[src/rtl/bfpa_pkg.sv]
package bfpa_pkg;

  localparam logic [1:0] ST_OK      = 2'd0;
  localparam logic [1:0] ST_NOFIT   = 2'd1;
  localparam logic [1:0] ST_HELD    = 2'd2;
  localparam logic [1:0] ST_NOOWNER = 2'd3;

  localparam logic       KIND_REQUEST = 1'b0;
  localparam logic       KIND_RELEASE = 1'b1;

  localparam logic [7:0] RESET_UNITS = 8'd100;

endpackage

[src/rtl/bfpa_ram.sv]
module bfpa_ram #(
  parameter int W = 8,
  parameter int D = 16
) (
  input  logic                 clk,
  input  logic                 we,
  input  logic [$clog2(D)-1:0] waddr,
  input  logic [W-1:0]         wdata,
  input  logic [$clog2(D)-1:0] raddr,
  output logic [W-1:0]         rdata
);

  logic [W-1:0] mem_r [D];
  logic [W-1:0] rdata_r;

  always_ff @(posedge clk) begin
    if (we) begin
      mem_r[waddr] <= wdata;
    end
    rdata_r <= mem_r[raddr];
  end

  assign rdata = rdata_r;

endmodule

[src/rtl/best_fit_partition_allocator_core.sv]
// Best-fit partition allocator. Pulse start with an operation while busy is
// low; busy then stays high until the result has been shown. Every operation
// gives exactly one result, on out_status/out_block_address for one cycle
// with out_valid high; the receiver cannot stall it, so sample it then. The
// partition table lives in one single-port-write RAM of MAX_PARTS entries
// with a registered read; every operation sweeps that RAM one entry a
// cycle. A request makes one table sweep, decides, and does up to two
// writes before its result. A release that finds its owner makes an owner
// sweep and a neighbor sweep and does up to three writes; a release with
// no owner makes one sweep, decides and shows its result. After reset, and
// after every transfer on the cfg channel, the block rebuilds the table as
// one free partition of total_r units, with busy high. A cfg write clamps
// the value to 1..MEM_UNITS and drops all blocks; write cfg only while
// busy is low and no result is pending.
module best_fit_partition_allocator_core
  import bfpa_pkg::*;
#(
  parameter int MEM_UNITS = 128,
  parameter int MAX_PARTS = 16
) (
  input  logic       clk,
  input  logic       rst_n,
  input  logic       start,
  output logic       busy,
  input  logic       in_kind,
  input  logic [7:0] in_owner_id,
  input  logic [7:0] in_request_size,
  output logic       out_valid,
  output logic [1:0] out_status,
  output logic [6:0] out_block_address,
  input  logic       cfg_valid,
  output logic       cfg_ready,
  input  logic [7:0] cfg_data
);

  localparam int AW   = $clog2(MEM_UNITS);
  localparam int SW0  = $clog2(MEM_UNITS + 1);
  localparam int SW   = (SW0 > 8) ? SW0 : 8;
  localparam int IW   = $clog2(MAX_PARTS);
  localparam int CNW  = $clog2(MAX_PARTS + 1);

  typedef struct packed {
    logic          vld;
    logic [AW-1:0] start;
    logic [SW-1:0] size;
    logic          bsy;
    logic [7:0]    owner;
  } entry_t;

  localparam int EW = $bits(entry_t);

  localparam logic [2:0] S_IDLE  = 3'd0;
  localparam logic [2:0] S_CLEAR = 3'd1;
  localparam logic [2:0] S_SCAN1 = 3'd2;
  localparam logic [2:0] S_DEC   = 3'd3;
  localparam logic [2:0] S_SCAN2 = 3'd4;
  localparam logic [2:0] S_WA    = 3'd5;
  localparam logic [2:0] S_WB    = 3'd6;
  localparam logic [2:0] S_WC    = 3'd7;

  localparam logic [CNW-1:0] CNT_LAST = CNW'(MAX_PARTS);
  localparam logic [CNW-1:0] CLR_LAST = CNW'(MAX_PARTS - 1);
  localparam logic [SW-1:0]  UNITS_MAX = SW'(MEM_UNITS);

  logic [2:0]     state_r, state_nxt;
  logic [CNW-1:0] cnt_r, cnt_nxt;
  logic [SW-1:0]  total_r, total_nxt;
  logic           kind_r, kind_nxt;
  logic [7:0]     own_r, own_nxt;
  logic [SW-1:0]  req_r, req_nxt;

  // Owner entry of the current operation.
  logic           fnd_r, fnd_nxt;
  logic [IW-1:0]  blk_r, blk_nxt;
  logic [AW-1:0]  bstart_r, bstart_nxt;
  logic [SW-1:0]  bsize_r, bsize_nxt;

  // Best-fit candidate and first free slot.
  logic           best_r, best_nxt;
  logic [IW-1:0]  best_idx_r, best_idx_nxt;
  logic [AW-1:0]  best_start_r, best_start_nxt;
  logic [SW-1:0]  best_size_r, best_size_nxt;
  logic           slot_r, slot_nxt;
  logic [IW-1:0]  slot_idx_r, slot_idx_nxt;
  logic           split_r, split_nxt;

  // Free neighbors of a released block.
  logic           lo_r, lo_nxt;
  logic [IW-1:0]  lo_idx_r, lo_idx_nxt;
  logic [AW-1:0]  lo_start_r, lo_start_nxt;
  logic [SW-1:0]  lo_size_r, lo_size_nxt;
  logic           hi_r, hi_nxt;
  logic [IW-1:0]  hi_idx_r, hi_idx_nxt;
  logic [SW-1:0]  hi_size_r, hi_size_nxt;

  logic [1:0]     res_st_r, res_st_nxt;
  logic [AW-1:0]  res_addr_r, res_addr_nxt;
  logic           out_valid_r, out_valid_nxt;
  logic [1:0]     out_st_r, out_st_nxt;
  logic [AW-1:0]  out_addr_r, out_addr_nxt;

  logic           ram_we;
  logic [IW-1:0]  ram_waddr, ram_raddr;
  entry_t         ram_wdata, rd;
  logic [EW-1:0]  ram_rdata;

  logic           accept;
  logic [CNW-1:0] cnt_m1;
  logic [IW-1:0]  rd_idx;
  logic [SW-1:0]  rd_end, bend, merged, cfg_ext, cfg_clamped;
  logic           better;

  bfpa_ram #(.W(EW), .D(MAX_PARTS)) u_table (
    .clk   (clk),
    .we    (ram_we),
    .waddr (ram_waddr),
    .wdata (ram_wdata),
    .raddr (ram_raddr),
    .rdata (ram_rdata)
  );

  assign rd        = entry_t'(ram_rdata);
  assign accept    = start && !busy;
  assign busy      = (state_r != S_IDLE);
  assign cfg_ready = 1'b1;
  assign cnt_m1    = cnt_r - CNW'(1);
  assign rd_idx    = cnt_m1[IW-1:0];
  assign ram_raddr = cnt_r[IW-1:0];
  assign rd_end    = SW'(rd.start) + rd.size;
  assign bend      = SW'(bstart_r) + bsize_r;
  assign merged    = bsize_r + (hi_r ? hi_size_r : SW'(0));
  assign better    = !best_r || (rd.size < best_size_r) ||
                     ((rd.size == best_size_r) && (rd.start < best_start_r));

  // Clamp the written pool size to 1..MEM_UNITS.
  always_comb begin
    cfg_ext = SW'(cfg_data);
    if (cfg_ext == SW'(0)) begin
      cfg_clamped = SW'(1);
    end else if (cfg_ext > UNITS_MAX) begin
      cfg_clamped = UNITS_MAX;
    end else begin
      cfg_clamped = cfg_ext;
    end
  end

  always_comb begin
    state_nxt      = state_r;
    cnt_nxt        = cnt_r;
    total_nxt      = total_r;
    kind_nxt       = kind_r;
    own_nxt        = own_r;
    req_nxt        = req_r;
    fnd_nxt        = fnd_r;
    blk_nxt        = blk_r;
    bstart_nxt     = bstart_r;
    bsize_nxt      = bsize_r;
    best_nxt       = best_r;
    best_idx_nxt   = best_idx_r;
    best_start_nxt = best_start_r;
    best_size_nxt  = best_size_r;
    slot_nxt       = slot_r;
    slot_idx_nxt   = slot_idx_r;
    split_nxt      = split_r;
    lo_nxt         = lo_r;
    lo_idx_nxt     = lo_idx_r;
    lo_start_nxt   = lo_start_r;
    lo_size_nxt    = lo_size_r;
    hi_nxt         = hi_r;
    hi_idx_nxt     = hi_idx_r;
    hi_size_nxt    = hi_size_r;
    res_st_nxt     = res_st_r;
    res_addr_nxt   = res_addr_r;
    out_valid_nxt  = 1'b0;
    out_st_nxt     = out_st_r;
    out_addr_nxt   = out_addr_r;
    ram_we         = 1'b0;
    ram_waddr      = cnt_r[IW-1:0];
    ram_wdata      = '0;

    case (state_r)
      S_IDLE: begin
        if (accept) begin
          // Latch the operation and clear all search results.
          kind_nxt  = in_kind;
          own_nxt   = in_owner_id;
          req_nxt   = SW'(in_request_size);
          fnd_nxt   = 1'b0;
          best_nxt  = 1'b0;
          slot_nxt  = 1'b0;
          lo_nxt    = 1'b0;
          hi_nxt    = 1'b0;
          cnt_nxt   = '0;
          state_nxt = S_SCAN1;
        end
      end
      S_CLEAR: begin
        // Rebuild the table: entry zero holds the whole pool, the rest drop.
        ram_we = 1'b1;
        if (cnt_r == '0) begin
          ram_wdata.vld  = 1'b1;
          ram_wdata.size = total_r;
        end
        cnt_nxt = cnt_r + CNW'(1);
        if (cnt_r == CLR_LAST) begin
          state_nxt = S_IDLE;
        end
      end
      S_SCAN1: begin
        // Data of entry cnt-1 is on the read port; find owner, best fit, slot.
        if (cnt_r != '0) begin
          if (!fnd_r && rd.vld && rd.bsy && (rd.owner == own_r)) begin
            fnd_nxt    = 1'b1;
            blk_nxt    = rd_idx;
            bstart_nxt = rd.start;
            bsize_nxt  = rd.size;
          end
          if (rd.vld && !rd.bsy && (rd.size >= req_r) && better) begin
            best_nxt       = 1'b1;
            best_idx_nxt   = rd_idx;
            best_start_nxt = rd.start;
            best_size_nxt  = rd.size;
          end
          if (!slot_r && !rd.vld) begin
            slot_nxt     = 1'b1;
            slot_idx_nxt = rd_idx;
          end
        end
        cnt_nxt = cnt_r + CNW'(1);
        if (cnt_r == CNT_LAST) begin
          state_nxt = S_DEC;
        end
      end
      S_DEC: begin
        res_addr_nxt = '0;
        state_nxt    = S_WA;
        cnt_nxt      = '0;
        if (kind_r == KIND_REQUEST) begin
          split_nxt = (best_size_r != req_r);
          if (fnd_r) begin
            res_st_nxt = ST_HELD;
            state_nxt  = S_WC;
          end else if ((req_r == '0) || !best_r ||
                       ((best_size_r != req_r) && !slot_r)) begin
            res_st_nxt = ST_NOFIT;
            state_nxt  = S_WC;
          end else begin
            res_st_nxt   = ST_OK;
            res_addr_nxt = AW'(best_start_r + AW'(best_size_r - req_r));
          end
        end else begin
          if (!fnd_r) begin
            res_st_nxt = ST_NOOWNER;
            state_nxt  = S_WC;
          end else begin
            res_st_nxt   = ST_OK;
            res_addr_nxt = bstart_r;
            state_nxt    = S_SCAN2;
          end
        end
      end
      S_SCAN2: begin
        // Look for free neighbors ending at bstart or starting at bend.
        if ((cnt_r != '0) && (rd_idx != blk_r) && rd.vld && !rd.bsy) begin
          if (!lo_r && (rd_end == SW'(bstart_r))) begin
            lo_nxt       = 1'b1;
            lo_idx_nxt   = rd_idx;
            lo_start_nxt = rd.start;
            lo_size_nxt  = rd.size;
          end else if (!hi_r && (SW'(rd.start) == bend)) begin
            hi_nxt      = 1'b1;
            hi_idx_nxt  = rd_idx;
            hi_size_nxt = rd.size;
          end
        end
        cnt_nxt = cnt_r + CNW'(1);
        if (cnt_r == CNT_LAST) begin
          state_nxt = S_WA;
        end
      end
      S_WA: begin
        state_nxt = S_WB;
        if (kind_r == KIND_REQUEST) begin
          // Mark an exact fit busy, or shrink the partition being split.
          ram_we          = 1'b1;
          ram_waddr       = best_idx_r;
          ram_wdata.vld   = 1'b1;
          ram_wdata.start = best_start_r;
          if (split_r) begin
            ram_wdata.size = best_size_r - req_r;
          end else begin
            ram_wdata.size  = best_size_r;
            ram_wdata.bsy   = 1'b1;
            ram_wdata.owner = own_r;
          end
        end else begin
          // Drop the upper neighbor; its units fold into the freed block.
          ram_we    = hi_r;
          ram_waddr = hi_idx_r;
        end
      end
      S_WB: begin
        state_nxt = S_WC;
        if (kind_r == KIND_REQUEST) begin
          ram_we          = split_r;
          ram_waddr       = slot_idx_r;
          ram_wdata.vld   = 1'b1;
          ram_wdata.start = res_addr_r;
          ram_wdata.size  = req_r;
          ram_wdata.bsy   = 1'b1;
          ram_wdata.owner = own_r;
        end else begin
          ram_we        = 1'b1;
          ram_wdata.vld = 1'b1;
          if (lo_r) begin
            ram_waddr       = lo_idx_r;
            ram_wdata.start = lo_start_r;
            ram_wdata.size  = lo_size_r + merged;
          end else begin
            ram_waddr       = blk_r;
            ram_wdata.start = bstart_r;
            ram_wdata.size  = merged;
          end
        end
      end
      S_WC: begin
        // Drop the released entry when it merged down; then show the result.
        ram_we        = (kind_r == KIND_RELEASE) && fnd_r && lo_r;
        ram_waddr     = blk_r;
        out_valid_nxt = 1'b1;
        out_st_nxt    = res_st_r;
        out_addr_nxt  = res_addr_r;
        state_nxt     = S_IDLE;
      end
      default: begin
        state_nxt = S_IDLE;
      end
    endcase

    // A cfg transfer sets the pool size and restarts the table rebuild.
    if (cfg_valid && cfg_ready) begin
      total_nxt = cfg_clamped;
      cnt_nxt   = '0;
      state_nxt = S_CLEAR;
    end
  end

  always_ff @(posedge clk) begin
    if (!rst_n) begin
      state_r     <= S_CLEAR;
      cnt_r       <= '0;
      total_r     <= SW'(RESET_UNITS);
      out_valid_r <= 1'b0;
    end else begin
      state_r     <= state_nxt;
      cnt_r       <= cnt_nxt;
      total_r     <= total_nxt;
      out_valid_r <= out_valid_nxt;
    end
  end

  always_ff @(posedge clk) begin
    kind_r       <= kind_nxt;
    own_r        <= own_nxt;
    req_r        <= req_nxt;
    fnd_r        <= fnd_nxt;
    blk_r        <= blk_nxt;
    bstart_r     <= bstart_nxt;
    bsize_r      <= bsize_nxt;
    best_r       <= best_nxt;
    best_idx_r   <= best_idx_nxt;
    best_start_r <= best_start_nxt;
    best_size_r  <= best_size_nxt;
    slot_r       <= slot_nxt;
    slot_idx_r   <= slot_idx_nxt;
    split_r      <= split_nxt;
    lo_r         <= lo_nxt;
    lo_idx_r     <= lo_idx_nxt;
    lo_start_r   <= lo_start_nxt;
    lo_size_r    <= lo_size_nxt;
    hi_r         <= hi_nxt;
    hi_idx_r     <= hi_idx_nxt;
    hi_size_r    <= hi_size_nxt;
    res_st_r     <= res_st_nxt;
    res_addr_r   <= res_addr_nxt;
    out_st_r     <= out_st_nxt;
    out_addr_r   <= out_addr_nxt;
  end

  assign out_valid         = out_valid_r;
  assign out_status        = out_st_r;
  assign out_block_address = 7'(out_addr_r);

endmodule

[config.mk]
export PLATFORM = sky130hd
export DESIGN_NAME = best_fit_partition_allocator_core
export DESIGN_NICKNAME = d
export VERILOG_FILES = /design/src/rtl/bfpa_pkg.sv /design/src/rtl/bfpa_ram.sv /design/src/rtl/best_fit_partition_allocator_core.sv
export SDC_FILE = /design/constraint.sdc
export NUM_CORES = 1
export LEC_CHECK = 0
export ABC_CLOCK_PERIOD_IN_PS = 5200
export BUFFER_PORTS_ARGS = -buffer_cell sky130_fd_sc_hd__buf_2
export CAP_MARGIN = 15
export CORE_ASPECT_RATIO = 1.2
export CORE_MARGIN = 4
export CORE_UTILIZATION = 45
export CTS_CLUSTER_SIZE = 16
export DETAILED_ROUTE_END_ITERATION = 16
export SLEW_MARGIN = 30
export SYNTH_ARGS = -nofsm -noshare
export SYNTH_HDL_FRONTEND = slang
export SYNTH_SLANG_ARGS = --single-unit
[constraint.sdc]
create_clock -name clk -period 5.2 [get_ports clk]
set_clock_uncertainty 0.05 [all_clocks]
set_input_delay 0.52 -clock clk [delete_from_list [all_inputs] [get_ports clk]]
set_output_delay 0.52 -clock clk [all_outputs]
set_load 0.1 [all_outputs]
* Word-level counts from Yosys, hierarchy flattened
Memory sizes are Yosys's and may differ from the RTL's. A register that Yosys moved wholly into a read port is not among the register bits. Cells that the tools add are included.
Storage, ports and cells: register bits after elaboration 131, bits in writable memories 400, word-level logic and storage cells 187, memories kept 1
Operators by class: add/sub/neg operators 8, $lt $le $gt $ge 4, equal/unequal tests 27, multiplexer cells 61, bitwise gates (word level) 3, reduce and logical (&&, ||, !) cells 54
Memory list:
- u_table.mem_r | depth 16, width 25, read ports 1, clocked after Yosys merged registers in 1, write ports 1, line bfpa_ram.sv:13 | logic [W-1:0] mem_r [D];
Operators with widths (number):
- 8-bit two-way mux | 5
- 15-bit two-way mux | 2
- 7-bit two-way mux | 4
- 25-bit two-way mux | 1
- 2-bit inequality test, second input constant | 12
- 3-bit case mux with 8 select lines | 1
- 8-bit case mux with 3 select lines | 1
- 4-bit AND reduction | 6
- 1-bit two-way mux | 19
- 9-bit two-way mux | 2
- 9-bit case mux with 2 select lines | 1
- 1-bit logical AND | 17
- 7-bit by 8-bit adder with 8-bit output | 2
- 8-bit adder | 2
- 8-bit == test | 2
- 8-bit zero test | 2
- 3-bit two-way mux | 5
- 5-bit case mux with 3 select lines | 1
- 7-bit case mux with 2 select lines | 1
- 3-bit == test, second input constant | 4
- 2-bit two-way mux | 6
- 4-bit two-way mux | 3
- 4-bit case mux with 3 select lines | 1
- 3-bit AND reduction | 4
- 32 further kinds | 53

* Logic depth before layout (Yosys ltp)
depth in word-level cells 7, depth in mapped cells 15, depth with buffers taken out 15

* Hierarchy
A second synthesis with hierarchy kept.
Unflattened totals: cell total of the unflattened synthesis 1413, area, all modules 23618.9 sq um
Modules (own cells, without submodules):
- bfpa_ram | instances 1, cells an instance 660, area an instance 15551.2 sq um, sequential area each 12512.0 sq um
- best_fit_partition_allocator_core | instances 1, cells an instance 753, area an instance 8067.7 sq um, sequential area each 3763.6 sq um

* Worst setup path before layout
Ideal clock, no wire load.
kind reg-to-reg, start point register cnt_r[1], end point register best_r (enable), setup time 0.298 ns, arrival time 3.552 ns, setup slack 1.300 ns, stages on the path, launching flop included 10, buffers on the path 3, cells stage by stage dfxtp_1 > clkbuf_1 > clkbuf_1 > clkbuf_1 > inv_1 > ha_1 > nand3_1 > o2111ai_1 > a311oi_1 > or2_1
On the way: longest elaborated chain between the ends 3
Ends and longest elaborated chain:
- from (decl) | line best_fit_partition_allocator_core.sv:66 | logic [CNW-1:0] cnt_r, cnt_nxt;
- from (signal assigned) | line best_fit_partition_allocator_core.sv:356 | cnt_r <= cnt_nxt;
- 5-bit nonzero test | line best_fit_partition_allocator_core.sv:211 | if (cnt_r != '0) begin
- 2-bit inequality test (no source line)
- 4-bit AND reduction (no source line)
- to (signal assigned) | line best_fit_partition_allocator_core.sv:370 | best_r <= best_nxt;
- to (decl) | line best_fit_partition_allocator_core.sv:79 | logic best_r, best_nxt;
Every way passes these cells. A chain may end at the register's enable or synchronous reset.

==> out/metrics.cfg <==
[logic_synthesis]
yosysSeqAreaShare_pct = 69.1
syn_area_per_cell_um2 = 17.6
synth-simple-area-share_pct = 4.55
synth_fp_nets = 1443
synth-adder-area-share_pct = 4.21
yosysWarningCount = 0
postSynthCellCount = 1339
netlist_area_um2 = 23600
synthFlopType = edfxtp_1
synth_xor_area_share_pct = 2.42
synth_top_family_by_area = multiplexers
synth_compound_area_share_pct = 4.90
synth_edf_count = 514
synthArstFlopShare_pct = 0
ys_types = 72
synth.area.mux_share_pct = 13.2
ys_ff_latch = 556

[drt]
drc = 0
wl_per_cell_um = 25.1
wirelength_um = 54500
ant_nets = 0
route.vias.total = 12300
vias_per_cell = 5.68
dr.pass1.iters = 7
drt_iter0_markers = 1059

[clock_tree]
clock_latency_ns = 0.60
cts_tree = yes
post-cts-setup-buffer-count = 0
cts_root_buffer = clkbuf_16
cts_made_buffers = 55
clk_pin_slew_worst_paths_ns = 0.06
cts_hold_buf = 0
clockBufferDepth = 3
htreeDepth = 2
cts_resized = 0
cts.sinks = 556

[setup_path]
arrival_ns = 4.37
end_kind = flip-flop
cp.required_ns = 5.44
start_kind = flip-flop
r2r_end = u_table.mem_r[15][16]
r2r-start = hi_r
crit_path_start = hi_r
r2r_slack_ns = 1.07
path_class = flip-flop to flip-flop
worstPathMaxFanout = 16
reg2regPathDepth = 13

[floorplan]
die_w_um = 217
design.core.area_um2 = 51600
rows = 91
initial_core_util_pct = 45.7
die_area_um2 = 56100
die_h_um = 259
io_pins = 41

[hold_path]
hp-start = in_request_size[0]
hold_end = req_r[0]
hp-class = input port to flip-flop
hold_depth = 1

[sta]
slew_headroom_pct = 36.9
setup_tns_ns = 0
hold_viol = 0
finalSetupViolations = 0
clock.fmax_mhz = 242
finalCritPeriodShare_pct = 79.5
post-route-min-period_ns = 4.13
slew_violations = 0
worstMarginPinSlew_ns = 0.945
rsz0062_at_grt = false

[placed_design]
place_congestion = 0.869
place_inst = 2065
io_buffers = 39
hpwl_um = 35200
dpl-instance-area_um2 = 25000

[layout]
mostFrequentLayoutCells = edfxtp_1 (514), mux4_2 (125), ha_1 (69)
n_fill_cell = 4133
stdcell_count = 2168
ff_latch_area_um2 = 16300
drive_gt1_share_pct = 22.2
fin_area_um2 = 26900
antenna_cells = 0
layout_commonest_cell = edfxtp_1
nets = 1530
multiInputGateArea_um2 = 7110
syn_to_final_growth_pct = 14.2
final_core_util_pct = 52.2

[run]
drv_cap = 0

[global_routing]
grt_pass1_vias = 12700
grt_max_degree = 57
grt_pass1_wl_um = 82100
antenna_found_initial = 1
grt_overflow = 0
grt_use_total_pct = 19.7

[power]
leakage_nw = 8.74
power.total_mw = 9.40
vdd_drop_max_v = 0.000323
pwr_density_cell_nw_per_um2 = 349

[status]
status = finished clean

## registers in the layout (all words and copies together) (netlist names), 8 cells and up
| name | cells |
|---|---|
| lo_size_r | 8 |
| req_r | 8 |
| bsize_r | 8 |
| u_table.rdata | 25 |
| u_table.mem_r | 400 |
| own_r | 8 |
| hi_size_r | 8 |
| best_size_r | 8 |
| total_r | 8 |
## stage by stage
step,hold slack [ns],worst slack [ns]
after CTS,0.0121,0.979
final,0.0451,1.07
after global routing,0.00835,0.712
after detailed placement,0.355,1.01
after global placement,0.358,0.719
after floorplan,0.350,1.30
## layout make-up
class | count | share of cell area (%)
flip-flops and latches | 556 | 60.5
multi-input cells | 682 | 26.4
clock buffers | 74 | 5.61
well taps | 697 | 3.24
repair buffers | 81 | 2.34
clock inverters | 28 | 1.18
inverters | 50 | 0.697
## how the worst max path moves through the flow
stage                                  to  cells after the start
floorplan                          best_r                      9
detailed placement   u_table.mem_r[6][16]                     13
finish              u_table.mem_r[15][16]                     13
global placement     u_table.mem_r[6][16]                     13
global route        u_table.mem_r[15][16]                     13
CTS                 u_table.mem_r[15][16]                     13
## cell usage after synthesis (10+ instances only)
cell	count	area [um^2]
clkbuf_1	31	116
nand2_1	59	221
o21ai_0	28	140
ha_1	69	863
a211oi_1	10	75.1
nand2b_1	15	93.8
and2_1	20	125
dfxtp_1	42	841
xor2_1	28	245
buf_1	13	48.8
nor2b_1	17	106
o21ai_1	14	70.1
a21o_1	16	120
nor2_1	59	221
edfxtp_1	514	15400
mux4_2	125	2820
xnor2_1	34	298
a21oi_1	33	165
inv_1	49	184
mux2i_1	28	280
## metal layers
| layer | vias to the layer above | GRT usage [%] | wire length [um] |
|---|---|---|---|
| li1 | 5509 | - | - |
| met1 | 6397 | 27.0 | 23300 |
| met2 | 307 | 32.5 | 26700 |
| met3 | 103 | 2.99 | 2400 |
| met4 | 0 | 6.96 | 2100 |
| met5 | - | 0 | 0 |
## worst max-delay path, cell delays in order (launching register included)
cell      delay [ns]
edfxtp_1        0.52
and2_1          0.20
ha_1            0.21
fa_1            0.43
a21o_1          0.17
a21oi_1         0.20
xnor2_1         0.19
ha_1            0.31
a41oi_1         0.15
o21ai_1         0.13
o31ai_1         0.28
mux2i_1         0.26
xnor2_1         0.12
o221ai_2        0.59
## power by group
| part | leakage, nW | switching (mW) | internal, mW | total (mW) |
|---|---|---|---|---|
| logic | 3.12 | 0.219 | 0.191 | 0.410 |
| registers | 4.73 | 0.0727 | 4.93 | 5.00 |
| clock network | 0.890 | 1.65 | 2.34 | 3.99 |
## cells by family after synthesis
group,after synthesis
AO/OA/AOI/OAI,171
XOR/XNOR,63
adder cells (fa/ha/maj),76
buffers and inverters,101
flip-flops,556
multiplexers,154
other,1
AND/OR/NAND/NOR,217
Power figures use the tool's default switching activity.
